===== config.mk =====
export PLATFORM = sky130hd
export DESIGN_NAME = slink_ram
export DESIGN_NICKNAME = d
export VERILOG_FILES = /design/src/rtl/core/slink_ram.sv
export SDC_FILE = /design/constraint.sdc
export NUM_CORES = 2
export LEC_CHECK = 0
export BUFFER_PORTS_ARGS = -buffer_cell sky130_fd_sc_hd__buf_2
export CORE_MARGIN = 4
export CORE_UTILIZATION = 25
export CTS_BUF_LIST = sky130_fd_sc_hd__clkbuf_16
export CTS_CLUSTER_DIAMETER = 80
export CTS_CLUSTER_SIZE = 12
export DETAILED_ROUTE_END_ITERATION = 10
export PLACE_DENSITY = 0.44
export SETUP_SLACK_MARGIN = 0.2
export SLEW_MARGIN = 25
export SYNTH_ARGS = -nofsm -noshare
export SYNTH_HDL_FRONTEND = slang
export SYNTH_SLANG_ARGS = --single-unit

===== constraint.sdc =====
create_clock -name aclk -period 10.45 [get_ports aclk]
set_input_delay 0.5225 -clock aclk [delete_from_list [all_inputs] [get_ports aclk]]
set_output_delay 0.5225 -clock aclk [all_outputs]
set_load 0.01 [all_outputs]

===== src/rtl/core/slink_ram.sv =====
// Generic single-write, single-read RAM with registered read data.
module slink_ram #(
    parameter int WIDTH = 32,
    parameter int DEPTH = 64
) (
    input  logic                     aclk,
    input  logic                     we,
    input  logic [$clog2(DEPTH)-1:0] waddr,
    input  logic [WIDTH-1:0]         wdata,
    input  logic [$clog2(DEPTH)-1:0] raddr,
    output logic [WIDTH-1:0]         rdata
);

    logic [WIDTH-1:0] mem [DEPTH];

    // Write port
    always_ff @(posedge aclk) begin
        if (we) begin
            mem[waddr] <= wdata;
        end
    end

    // Registered read port
    always_ff @(posedge aclk) begin
        rdata <= mem[raddr];
    end

endmodule


==> metrics <==
H-tree levels 4; fill cell total of the finished layout 30300; drt pass-1 iters 5; Max Slew Vio Count 0; worst path cell trace buf_8, buf_4, buf_4, mux4_2, mux4_2, o22ai_1, nor2_1; arrival time at the worst endpoint 4.42 ns; post-layout min period 3.74 ns; RSZ-0062 raised after global routing false; DP Wirelength between 100 and 150 mm; ANT nets after route 0; # nets final 3584; Leak 27.5 nW; Post-Synthesis Cell Area 78500 sq um; CTS resizes 0; syn avg cell area about 24 sq um; Crit path required time 11.13 ns; top cell type's share of synthesized area 78.3%; core area about 310000 sq um; Net Count, Synth 3370; first-pass GRT wire length between 300 and 400 mm; share of layout cells above drive strength 1 28.1%; Area Overhead vs Synth 15.1%; R2R depth 5; Chip Height 568 um; vias per cell between 4 and 5; DR WL/cell 29.5 um; final setup fails 0; TritonCTS buffer count 194; Cell Rows 205; Reg2Reg Launch Point mem[15][26]$_DFFE_PP_; total power 0.0166 W; largest net degree at the start of global routing 91; Hold Fails Final Rpt 0; worst-skew pair later-pin latency around 0.82 ns; Setup Fix Bufs, Post-CTS 0; largest area contributor in the netlist edfxtp_1; CP peak stage delay between 0.8 and 0.9 ns; R2R Setup Slk 8.20 ns; Synth Register Bits 2080; Reg clk slew, reported paths 0.06 ns; Remaining Overflow, GRT 0; TritonCTS clock tree built; Hold Path Class primary input to register; Initial Util ~25%; crit path launch type primary input; top cells by area, synth edfxtp_1 (78%), mux4_2 (16%), mux2i_1 (1.2%), dfxtp_1 (0.82%), o22ai_1 (0.67%); Setup TNS 0 ns; sequential cell area fraction in the yosys report 79.1%; CTS Buffer Depth 3; Mapped Cells 3324; pwr/cell area 184 nW/um^2; Final Wtd Congestion 0.729; die area 323000 sq um; hold buffers post-CTS 0; number of I/O pins slightly below 80; vias in the first global route about 38000; Chip Width between 500 and 600 um; DRT Wirelength 231 mm; crit-path max FO 57; PortBufs 77; distinct cell type count of the synthesized netlist 34; clk sinks 2080; Layout Skew 0.0280 ns; Critical Path End rdata[9]$_DFF_P_; CP max stage cell buf_4; status completed; R2R Path End rdata[26]$_DFF_P_; Synthesis Warnings 0; Slew @ Worst Pin 1.05 ns; initial antenna violation count 19; post-route clock period utilization 35.8%; Max Cap Violations 0; Worst Setup End Kind register; clock tree root driver cell clkbuf_16; Worst Path Class, Setup primary input to register; Slew HR 29.9%; Worst Setup SP raddr[0]; f_max 267 MHz; DRT iter0 DRCs roughly 4100; GRT Util Overall approximately 14%; VDD IR max 174 uV; # DRC 0; DR vias 36600
## power breakdown
| group | switching, W | total (W) | internal, W | leakage, nW |
|---|---|---|---|---|
| sequential | 0.0000432 | 0.00928 | 0.00924 | 18.7 |
| clock | 0.00306 | 0.00652 | 0.00346 | 3.11 |
| combinational | 0.000533 | 0.000837 | 0.000304 | 5.66 |
## worst min-delay path by stage
stage | to | slack [ns] | start | cells after the start
6_report | mem[20][1]$_DFFE_PP_ | 0.19 | wdata[1] | 1
2_1_floorplan | mem[0][0]$_DFFE_PP_ | 0.62 | wdata[0] | 0
4_1_cts | mem[20][1]$_DFFE_PP_ | 0.12 | wdata[1] | 1
3_3_place_gp | rdata[20]$_DFF_P_ | 0.73 | mem[12][20]$_DFFE_PP_ | 4
3_5_place_dp | rdata[20]$_DFF_P_ | 0.72 | mem[13][20]$_DFFE_PP_ | 4
5_1_grt | mem[20][1]$_DFFE_PP_ | 0.16 | wdata[1] | 1
## through the flow
stage	hold slack (ns)	worst slack (ns)	instance area, sq um	std cells	utilization [%]
2_1_floorplan	0.621	6.77	78500	3324	-
3_3_place_gp	0.733	5.59	84700	7480	27.1
3_5_place_dp	0.718	5.62	84700	7481	27.1
4_1_cts	0.120	6.53	90300	7801	28.9
5_1_grt	0.164	6.38	90400	7804	29.0
6_report	0.194	6.71	90400	7811	29.0
## worst max-delay path, delay by kind of cell
family,cells,cell delay [ns]
compound gates,1,0.53
simple gates,1,0.12
mux,2,1.08
buf+inv,3,1.99
## cell type report
class,instances,area (sq um),area share [%]
diodes,9,22.5,0.0249
clock buffers,199,4980,5.51
clock inverters,121,629,0.696
multi-input cells,1062,16000,17.7
flip-flops and latches,2080,62100,68.7
well taps,4140,5180,5.73
repair buffers,200,1470,1.63
## cell usage in the layout (no fill, tap or decap), types with 4 or more instances in the layout
| master | Yosys | layout |
|---|---|---|
| a21oi_1 | 62 | 62 |
| a22oi_1 | 12 | 12 |
| a311oi_1 | 8 | 8 |
| a41o_1 | 4 | 4 |
| and3_1 | 4 | 4 |
| buf_12 | 0 | 5 |
| buf_2 | 57 | 56 |
| buf_4 | 25 | 134 |
| clkbuf_16 | 0 | 199 |
| dfxtp_1 | 32 | 32 |
| diode_2 | 0 | 9 |
| edfxtp_1 | 2048 | 2048 |
| inv_1 | 0 | 103 |
| inv_6 | 0 | 5 |
| mux2i_1 | 93 | 93 |
| mux4_2 | 544 | 544 |
| nand2_1 | 26 | 25 |
| nand2b_1 | 8 | 6 |
| nand3_1 | 5 | 5 |
| nand3b_1 | 5 | 5 |
| nor2_1 | 137 | 75 |
| nor2_4 | 0 | 62 |
| nor2b_1 | 15 | 15 |
| nor3_1 | 7 | 5 |
| o221ai_1 | 27 | 27 |
| o22ai_1 | 84 | 84 |
| o32ai_1 | 4 | 4 |
## flip-flops by register name, indices dropped and copies added (netlist names)
signal and flops:
mem 2048, rdata 32
## per-layer routing
metal  GRT usage (%)  share of wire, %  up-vias  wire length, um
met5               0             0.081        -              186
met2            22.2                47     1058           108000
met3            2.30               5.3      269            12200
met1            20.4                46    20500           106000
met4            2.86               1.7       12             4000
li1                -                 -    14700                -
## logic make-up (layout without fill, tap and decap cells)
kind of cell,after synthesis,in the layout,share of synthesized area [%]
simple gates,223,223,1.27
compound gates,202,202,1.67
other cells,0,9,0
buf+inv,182,520,1.13
flops,2080,2080,79.1
mux,637,637,16.8
## synth_stat cells (all sizes together)
cell	instances
or2	3
a21oi	62
nor2	137
o32ai	4
nor3	7
nand3	5
clkbuf	74
or3b	5
mux2i	93
nand4	2
nand4b	1
and2	2
nand2b	8
a31oi	1
nor2b	15
o22ai	84
nand2	26
a41o	4
o221ai	27
buf	108
edfxtp	2048
a22oi	12
nand3b	5
a311oi	8
and3	4
dfxtp	32
mux4	544
or3	3
(Power assumes the default switching activity.)
