[src/rtl/core/slink_cmp.sv]
// Shared unsigned magnitude compare and minimum unit.
module slink_cmp #(
    parameter int WIDTH = 32
) (
    input  logic [WIDTH-1:0] a,
    input  logic [WIDTH-1:0] b,
    output logic             a_lt_b,
    output logic [WIDTH-1:0] min_ab
);

    // Compare once, select the smaller operand
    assign a_lt_b = (a < b);
    assign min_ab = a_lt_b ? a : b;

endmodule

[config.mk]
export PLATFORM = sky130hd
export DESIGN_NAME = slink_cmp
export DESIGN_NICKNAME = d
export VERILOG_FILES = /design/src/rtl/core/slink_cmp.sv
export SDC_FILE = /design/constraint.sdc
export NUM_CORES = 1
export LEC_CHECK = 0
export BUFFER_PORTS_ARGS = -buffer_cell sky130_fd_sc_hd__buf_2
export CORE_MARGIN = 3
export CORE_UTILIZATION = 43
export DETAILED_ROUTE_END_ITERATION = 6
export PLACE_DENSITY = 0.91
export SETUP_SLACK_MARGIN = 0.1
export SLEW_MARGIN = 10
export SYNTH_ARGS = -nofsm -noshare
export SYNTH_HDL_FRONTEND = slang
export SYNTH_SLANG_ARGS = --single-unit
[constraint.sdc]
create_clock -name vclk -period 2.6
set_input_delay 0.13 -clock vclk [all_inputs]
set_output_delay 0.13 -clock vclk [all_outputs]
set_load 0.05 [all_outputs]
==> run_results.csv, run 1 <==
group,metric,value,unit
finish,final_cell_mix,"62 x buf_2, 32 x mux2_4, 28 x inv_1, 28 x ha_1, 28 x buf_6",
power,ir_drop,176,uV
critical_path,startpoint_type,"input pin",
power,power.density,338,nW/um2
timing,fin_tns_setup,0,ns
routing,routed_wl,3.86,mm
floorplan,io_pins,97,
routing,drt_iter0_drc,19,
floorplan,core_area,2850,um2
outcome,status,"completed",
critical_path,critPathRequiredTime,2.47,ns
critical_path,crit_type,"in2out",
floorplan,start_util,0.464,
finish,mostFrequentLayoutCell,"buf_2",
routing,ant_nets,0,
clocking,cts_hold_buf,0,
floorplan,rows,19,
logic_synthesis,synth_cells,142,
floorplan,die_h,61.5,um
placed_design,pre_cts_slack,-0.130,ns
timing,setup_ws,0.164,ns
logic_synthesis,yosys.cell_types.count,25,
logic_synthesis,synth_area,1320,um2
finish,drive_gt1_frac,0.621,
grt,grt_usage,0.162,
routing,viasPerCell,5.12,
grt,grt_pass1_wl,4.88,mm
finish,clock_buffers,0,
placed_design,hpwl,2.72,mm
grt,grt_antenna_before_repair,0,
timing,rsz0062_at_grt,"yes",
timing,clock.fmax,410,MHz
finish,diodes,0,
timing,min_period,2.44,ns
floorplan,die_area,3780,um2
critical_path,end_kind,"primary output",
logic_synthesis,ys_warn_count,0,
grt,grt_pass1_vias,1278,
finish,regArea,0,um2
timing,setup_viol,0,
routing,drt_pre_antenna_iters,2,
logic_synthesis,synth_seq_area_share,0,
timing,maxSlewViolCount,0,
finish,nNetsFinal,337,
timing,worst_pin_slew,0.312,ns
logic_synthesis,syn_nets,237,
placed_design,gp_congestion,0.745,
finish,nFlopsAndLatches,0,
run,drv_cap,0,
grt,grt_overflow_total,0,
finish,syn2layout_area_growth,67.3,%
critical_path,cp.arrival,2.31,ns
routing,vias,1388,
timing,fin_crit_sh,0.937,
routing,drc,0,
critical_path,worstPathMaxFanout,6,
timing,finalHoldViolCount,0,
placed_design,port_buffers,97,
timing,slew-limit-headroom,0.791,
logic_synthesis,avgSynthCellArea,9.31,um2
floorplan,fp.dieW,61.5,um
power,leakage,0.00130,uW
routing,wl_per_cell,14.2,um
finish,fillCellCount,199,
grt,grt_max_degree,14,
hold_path,hold_class,"in2out",
-- per-stage QoR --
step	util	area, um2	cells	power (uW)	hold slack [ns]
3_5_place_dp	0.632	1800	268	586	0.718
6_report	0.775	2210	271	749	0.610
2_1_floorplan	-	1320	142	470	0.482
5_1_grt	0.775	2210	271	795	0.616
3_3_place_gp	0.632	1800	268	577	0.715
4_1_cts	0.671	1910	269	636	0.657
-- where the power goes --
group	internal (uW)	switching, uW	leakage [uW]
clock	0	0	0
sequential	0	0	0
combinational	347	401	0.00130
total	347	401	0.00130
-- Yosys cell counts, types with 2 or more instances --
| cell | instances | area [um2] |
|---|---|---|
| ha_1 | 31 | 388 |
| inv_1 | 31 | 116 |
| mux2_4 | 29 | 435 |
| a21oi_1 | 8 | 40.0 |
| nand2_1 | 7 | 26.3 |
| a21o_1 | 3 | 22.5 |
| a221oi_1 | 3 | 26.3 |
| buf_12 | 3 | 60.1 |
| mux2_2 | 3 | 33.8 |
| nand3_1 | 3 | 15.0 |
| nand4_1 | 3 | 18.8 |
| nor2_1 | 3 | 11.3 |
| and4_1 | 2 | 17.5 |
| o21ai_0 | 2 | 10.0 |
-- worst max-delay path: stages --
cell and delay, ns:
buf_2 0.09, inv_1 0.04, ha_1 0.29, a21o_1 0.16, a221o_1 0.33, a221oi_2 0.26
o311a_4 0.34, clkbuf_16 0.19, mux2_4 0.31, buf_6 0.15
-- cells by family after synthesis --
family / Yosys count / share of synthesized area
buffers and inverters: 35 / 0.142
AO/OA/AOI/OAI: 22 / 0.118
multiplexers: 32 / 0.355
AND/OR/NAND/NOR: 22 / 0.0918
adder cells (fa/ha/maj): 31 / 0.293
-- layout make-up --
class	instances	area [um2]	area share
Inverter	31	119	0.0537
Multi-Input combinational cell	107	1230	0.558
Tap cell	31	38.8	0.0175
Timing Repair Buffer	102	821	0.371
-- worst paths after layout --
check	startpoint	depth (start not counted)	to	slack, ns
hold / removal	b[7]	3	min_ab[7]	0.61
setup / recovery	b[25]	10	min_ab[30]	0.16
-- what timing repair did --
| action | in CTS | in global routing |
|---|---|---|
| buffers inserted | 0 | 0 |
| setup endpoints to repair | 32 | 32 |
| pin swaps | 3 | 9 |
| cloned | 1 | 2 |
| resized for setup | 27 | 72 |
-- metal layers --
layer | track usage | up-vias | share of wire
met1 | 0.163 | 614 | 0.36
met3 | 0.00839 | 8 | 0.070
met2 | 0.363 | 62 | 0.55
li1 | - | 704 | -
met5 | 0 | - | 0
met4 | 0.0121 | 0 | 0.025
(Power assumes the default switching activity.)
==> run 2: changes to the inputs <==
Settings changed: CAP_MARGIN from default to 20, CELL_PAD_IN_SITES_DETAIL_PLACEMENT from default to 0, CELL_PAD_IN_SITES_GLOBAL_PLACEMENT from default to 1, CORE_UTILIZATION 43 to 30.
==> run 2 against run 1 <==
First-iteration DRC count decreased by 16%. Sequential cell count unchanged. Maximum frequency decreased by 2.7%. Global-route usage decreased by 3.2 points. Critical path depth increased by 2. Via count decreased by 0.22%. Largest power group unchanged. Highest routed layer is now met3.
==> run_results.csv, run 2 (synthesis results as in run 1) <==
group,metric,value,unit
outcome,status,"completed",
hold_path,hold_class,"in2out",
grt,grt_pass1_wl,5.79,mm
grt,grt_pass1_vias,1378,
critical_path,startpoint_type,"input pin",
timing,rsz0062_at_grt,"yes",
floorplan,die_area,5240,um2
grt,grt_overflow_total,0,
finish,clock_buffers,0,
routing,drc,0,
power,switchingPower,396,uW
floorplan,rows,23,
power,leakage,0.00128,uW
power,power.density,332,nW/um2
placed_design,gp_congestion,0.742,
timing,slew-limit-headroom,0.782,
run,drv_cap,0,
critical_path,critPathRequiredTime,2.47,ns
critical_path,cp.arrival,2.37,ns
power,clock_power_share,0,
grt,grtUsageMet2,0.255,
floorplan,io_pins,97,
routing,vias,1385,
routing,wl_per_cell,12.3,um
finish,drive_gt1_frac,0.641,
placed_design,place_area,1840,um2
timing,setup_viol,0,
placed_design,hpwl,2.86,mm
grt,globalRouteMet3Util,0.00970,
timing,maxSlewViolCount,0,
routing,drt_pre_antenna_iters,2,
grt,busiest_layer,"met2",
critical_path,end_kind,"primary output",
grt,grt_usage,0.130,
timing,min_period,2.50,ns
grt,grt_antenna_before_repair,0,
power,switching_share,0.546,
finish,nNetsFinal,342,
floorplan,start_util,0.321,
finish,mostFrequentLayoutCell,"buf_2",
grt,grt_use_met1,0.161,
routing,routed_wl,3.63,mm
timing,worst_pin_slew,0.327,ns
routing,ant_nets,0,
floorplan,die_h,72.4,um
power,share_comb_of_total_power,1.000,
routing,viasPerCell,4.69,
finish,final_cell_mix,"78 x buf_2, 29 x inv_1, 29 x mux2_4",
timing,clock.fmax,399,MHz
floorplan,core_area,4120,um2
power,ir_drop,148,uV
routing,drt_iter0_drc,16,
finish,final_area,2180,um2
critical_path,worstPathMaxFanout,8,
power,pwr-share-seq,0,
timing,fin_crit_sh,0.963,
critical_path,crit_type,"in2out",
finish,nFlopsAndLatches,0,
power,p_int,329,uW
grt,grt_max_degree,9,
finish,regArea,0,um2
timing,fin_tns_setup,0,ns
timing,finalHoldViolCount,0,
placed_design,port_buffers,97,
finish,diodes,0,
finish,syn2layout_area_growth,64.9,%
floorplan,fp.dieW,72.4,um
-- run 2: changes by cell type in the layout (fill, tap and decap cells not counted), moves of 2 or more --
cell,before,now
buf_6,28,21
buf_8,5,2
mux2_2,0,3
mux2_4,32,29
buf_2,62,78
a221oi_2,1,3
clkbuf_16,2,0
-- run 2: through the flow --
stage | power (uW) | hold WS (ns) | utilization | setup WS (ns) | cells
after floorplan | 470 | 0.482 | - | 0.378 | 142
after global placement | 589 | 0.717 | 0.446 | -0.0351 | 288
after detailed placement | 593 | 0.719 | 0.446 | -0.0457 | 288
after CTS | 706 | 0.628 | 0.514 | 0.102 | 294
after global routing | 771 | 0.625 | 0.530 | 0.0347 | 295
final | 724 | 0.612 | 0.530 | 0.0961 | 295
-- run 2: repair_timing --
action | CTS | global route
hold buffers | 0 | 0
gates cloned | 2 | 0
setup buffers | 4 | 1
pin swaps | 5 | 8
gates resized for setup | 49 | 12
setup endpoints to repair | 32 | 32
-- run 2: path summary, 6_finish.rpt --
path	start	endpoint	slack [ns]	depth (start not counted)
max	b[27]	min_ab[6]	0.1	12
min	b[6]	min_ab[6]	0.61	3
-- run 2: worst max-delay path, stage by stage --
cell and delay [ns]:
buf_2 0.11, inv_1 0.09, ha_4 0.21, and2_4 0.15
a221o_1 0.33, a221oi_2 0.30, o311a_4 0.26, buf_6 0.10
buf_6 0.10, buf_16 0.13, mux2_4 0.31, buf_8 0.15
-- run 2: final cells by class --
class,instances,area (um2)
fillers,395,1930
well taps,50,62.6
inverters,31,116
repair buffers,107,767
multi-input cells,107,1230
-- run 2: layer usage --
layer	vias up	wire, um
li1	714	-
met1	612	1480
met2	59	1830
met3	0	317
met4	0	0
met5	-	0
-- run 2: power groups by stage --
stage               Sequential [uW]  Combinational (uW)  Clock, uW
global placement                  0                 589          0
CTS                               0                 706          0
global route                      0                 771          0
detailed placement                0                 593          0
finish                            0                 724          0
floorplan                         0                 470          0
==> run 3: changes to the inputs <==
Settings changed: REMOVE_ABC_BUFFERS from default to 1.
==> run 3 against run 2 <==
Maximum frequency is 1.5% higher. Final cell count is 0.34% lower. Global-route usage is 1.4 points lower. First-iteration DRC count grew to 2.6 times the previous value. Largest cell class unchanged. Worst hold slack better by 0.014 ns.
==> run_results.csv, run 3 (synthesis results as in run 1) <==
group,metric,value,unit
placed_design,port_buffers,97,
critical_path,worstPathCellList,"buf_6 > inv_4 > ha_4 > a21o_1 > a221oi_4 > o31ai_4 > a211oi_2 > o311a_4 > buf_12 > clkbuf_16 > mux2_4 > buf_6",
critical_path,end_kind,"primary output",
routing,vias,1398,
placed_design,hpwl,2.85,mm
floorplan,fp.dieW,72.4,um
timing,fin_tns_setup,0,ns
timing,fin_crit_sh,0.949,
outcome,status,"completed",
power,clock_power_share,0,
finish,finalNonFillerCells,294,
timing,worst_pin_slew,0.315,ns
timing,maxSlewViolCount,0,
floorplan,die_area,5240,um2
power,leakage,0.00126,uW
timing,min_period,2.47,ns
grt,busiest_layer,"met2",
critical_path,crit_top_cell,"buf_6",
grt,grt_use_met1,0.147,
grt,grt_usage,0.115,
grt,grt_max_degree,11,
floorplan,start_util,0.321,
placed_design,dp.cells,291,
timing,slew-limit-headroom,0.790,
finish,fillCellCount,379,
timing,setup_viol,0,
power,ir_drop,187,uV
critical_path,worstPathMaxFanout,4,
routing,wl_per_cell,12.2,um
routing,routed_wl,3.60,mm
floorplan,die_h,72.4,um
grt,grt_antenna_before_repair,0,
routing,drt_pre_antenna_iters,4,
finish,multi_input_area,1280,um2
power,switching_share,0.555,
finish,regArea,0,um2
power,power.density,327,nW/um2
placed_design,gp_congestion,0.748,
power,switchingPower,397,uW
hold_path,hold_class,"in2out",
timing,rsz0062_at_grt,"yes",
placed_design,pre_cts_slack,-0.0798,ns
grt,grt_pass1_vias,1279,
timing,whs,0.626,ns
critical_path,cp.arrival,2.34,ns
routing,drt_iter0_drc,42,
critical_path,cpPeakStageDelay,0.31,ns
critical_path,startpoint,"b[6]",
critical_path,slowest_stage,"a221oi_4",
routing,viasPerCell,4.76,
floorplan,io_pins,97,
finish,final_cell_mix,"75 x buf_2, 29 x mux2_4, 27 x inv_1",
run,drv_cap,0,
timing,clock.fmax,405,MHz
floorplan,rows,23,
critical_path,critPathRequiredTime,2.47,ns
clocking,cts_hold_buf,0,
power,pwr-share-seq,0,
critical_path,crit_path_end,"min_ab[18]",
finish,nNetsFinal,341,
critical_path,crit_type,"in2out",
timing,setup_ws,0.132,ns
finish,diodes,0,
finish,mostFrequentLayoutCell,"buf_2",
grt,grtUsageMet2,0.225,
finish,syn2layout_area_growth,65.2,%
routing,ant_nets,0,
finish,nFlopsAndLatches,0,
timing,finalHoldViolCount,0,
power,share_comb_of_total_power,1.000,
power,p_int,318,uW
finish,clock_buffers,0,
floorplan,core_area,4120,um2
finish,drive_gt1_frac,0.648,
critical_path,startpoint_type,"input pin",
grt,globalRouteMet3Util,0.00554,
routing,drc,0,
grt,grt_overflow_total,0,
grt,grt_pass1_wl,5.29,mm
-- run 3: changes by cell type in the layout (fill, tap and decap cells not counted), sizes merged --
cell / previous run / this run
buf: 107 / 104
clkbuf: 0 / 2
-- run 3: worst min-delay path by stage --
| stage | from | slack (ns) | depth (start not counted) | endpoint |
|---|---|---|---|---|
| floorplan | a[10] | 0.48 | 1 | min_ab[10] |
| global placement | b[27] | 0.72 | 3 | min_ab[27] |
| detailed placement | b[8] | 0.72 | 3 | min_ab[8] |
| CTS | b[8] | 0.63 | 3 | min_ab[8] |
| global route | b[24] | 0.64 | 3 | min_ab[24] |
| finish | b[8] | 0.63 | 3 | min_ab[8] |
-- run 3: what timing repair did --
action | in CTS | in global routing
gates cloned | 1 | 1
setup endpoints to repair | 32 | 32
resized for setup | 24 | 41
pin swaps | 2 | 9
buffers inserted | 0 | 1
-- run 3: stage by stage --
stage | utilization | cell area, um2 | power, uW
2_1_floorplan | - | 1250 | 448
3_3_place_gp | 0.452 | 1860 | 595
3_5_place_dp | 0.452 | 1860 | 598
4_1_cts | 0.481 | 1980 | 651
5_1_grt | 0.531 | 2180 | 759
6_report | 0.531 | 2180 | 714
-- run 3: per-layer routing --
metal / routed length, um / vias up / part of all wire
li1: - / 712 / -
met1: 1420 / 630 / 0.39
met2: 1860 / 56 / 0.52
met3: 318 / 0 / 0.088
met4: 0 / 0 / 0
met5: 0 / - / 0
-- run 3: critical path, delay by kind of cell --
kind,cells,cell delay (ns)
AOI/OAI and AO/OA,5,1.14
adders and majority gates,1,0.19
buffers and inverters,5,0.56
muxes,1,0.30
-- run 3: layout make-up --
| type | instances | area share |
|---|---|---|
| Tap cell | 50 | 0.0286 |
| Inverter | 31 | 0.0544 |
| Timing Repair Buffer | 106 | 0.329 |
| Multi-Input combinational cell | 107 | 0.588 |
-- run 3: power by group through the flow --
stage               clock (uW)  combinational, uW  sequential (uW)
CTS                          0                651                0
global placement             0                595                0
global route                 0                759                0
detailed placement           0                598                0
floorplan                    0                448                0
finish                       0                714                0
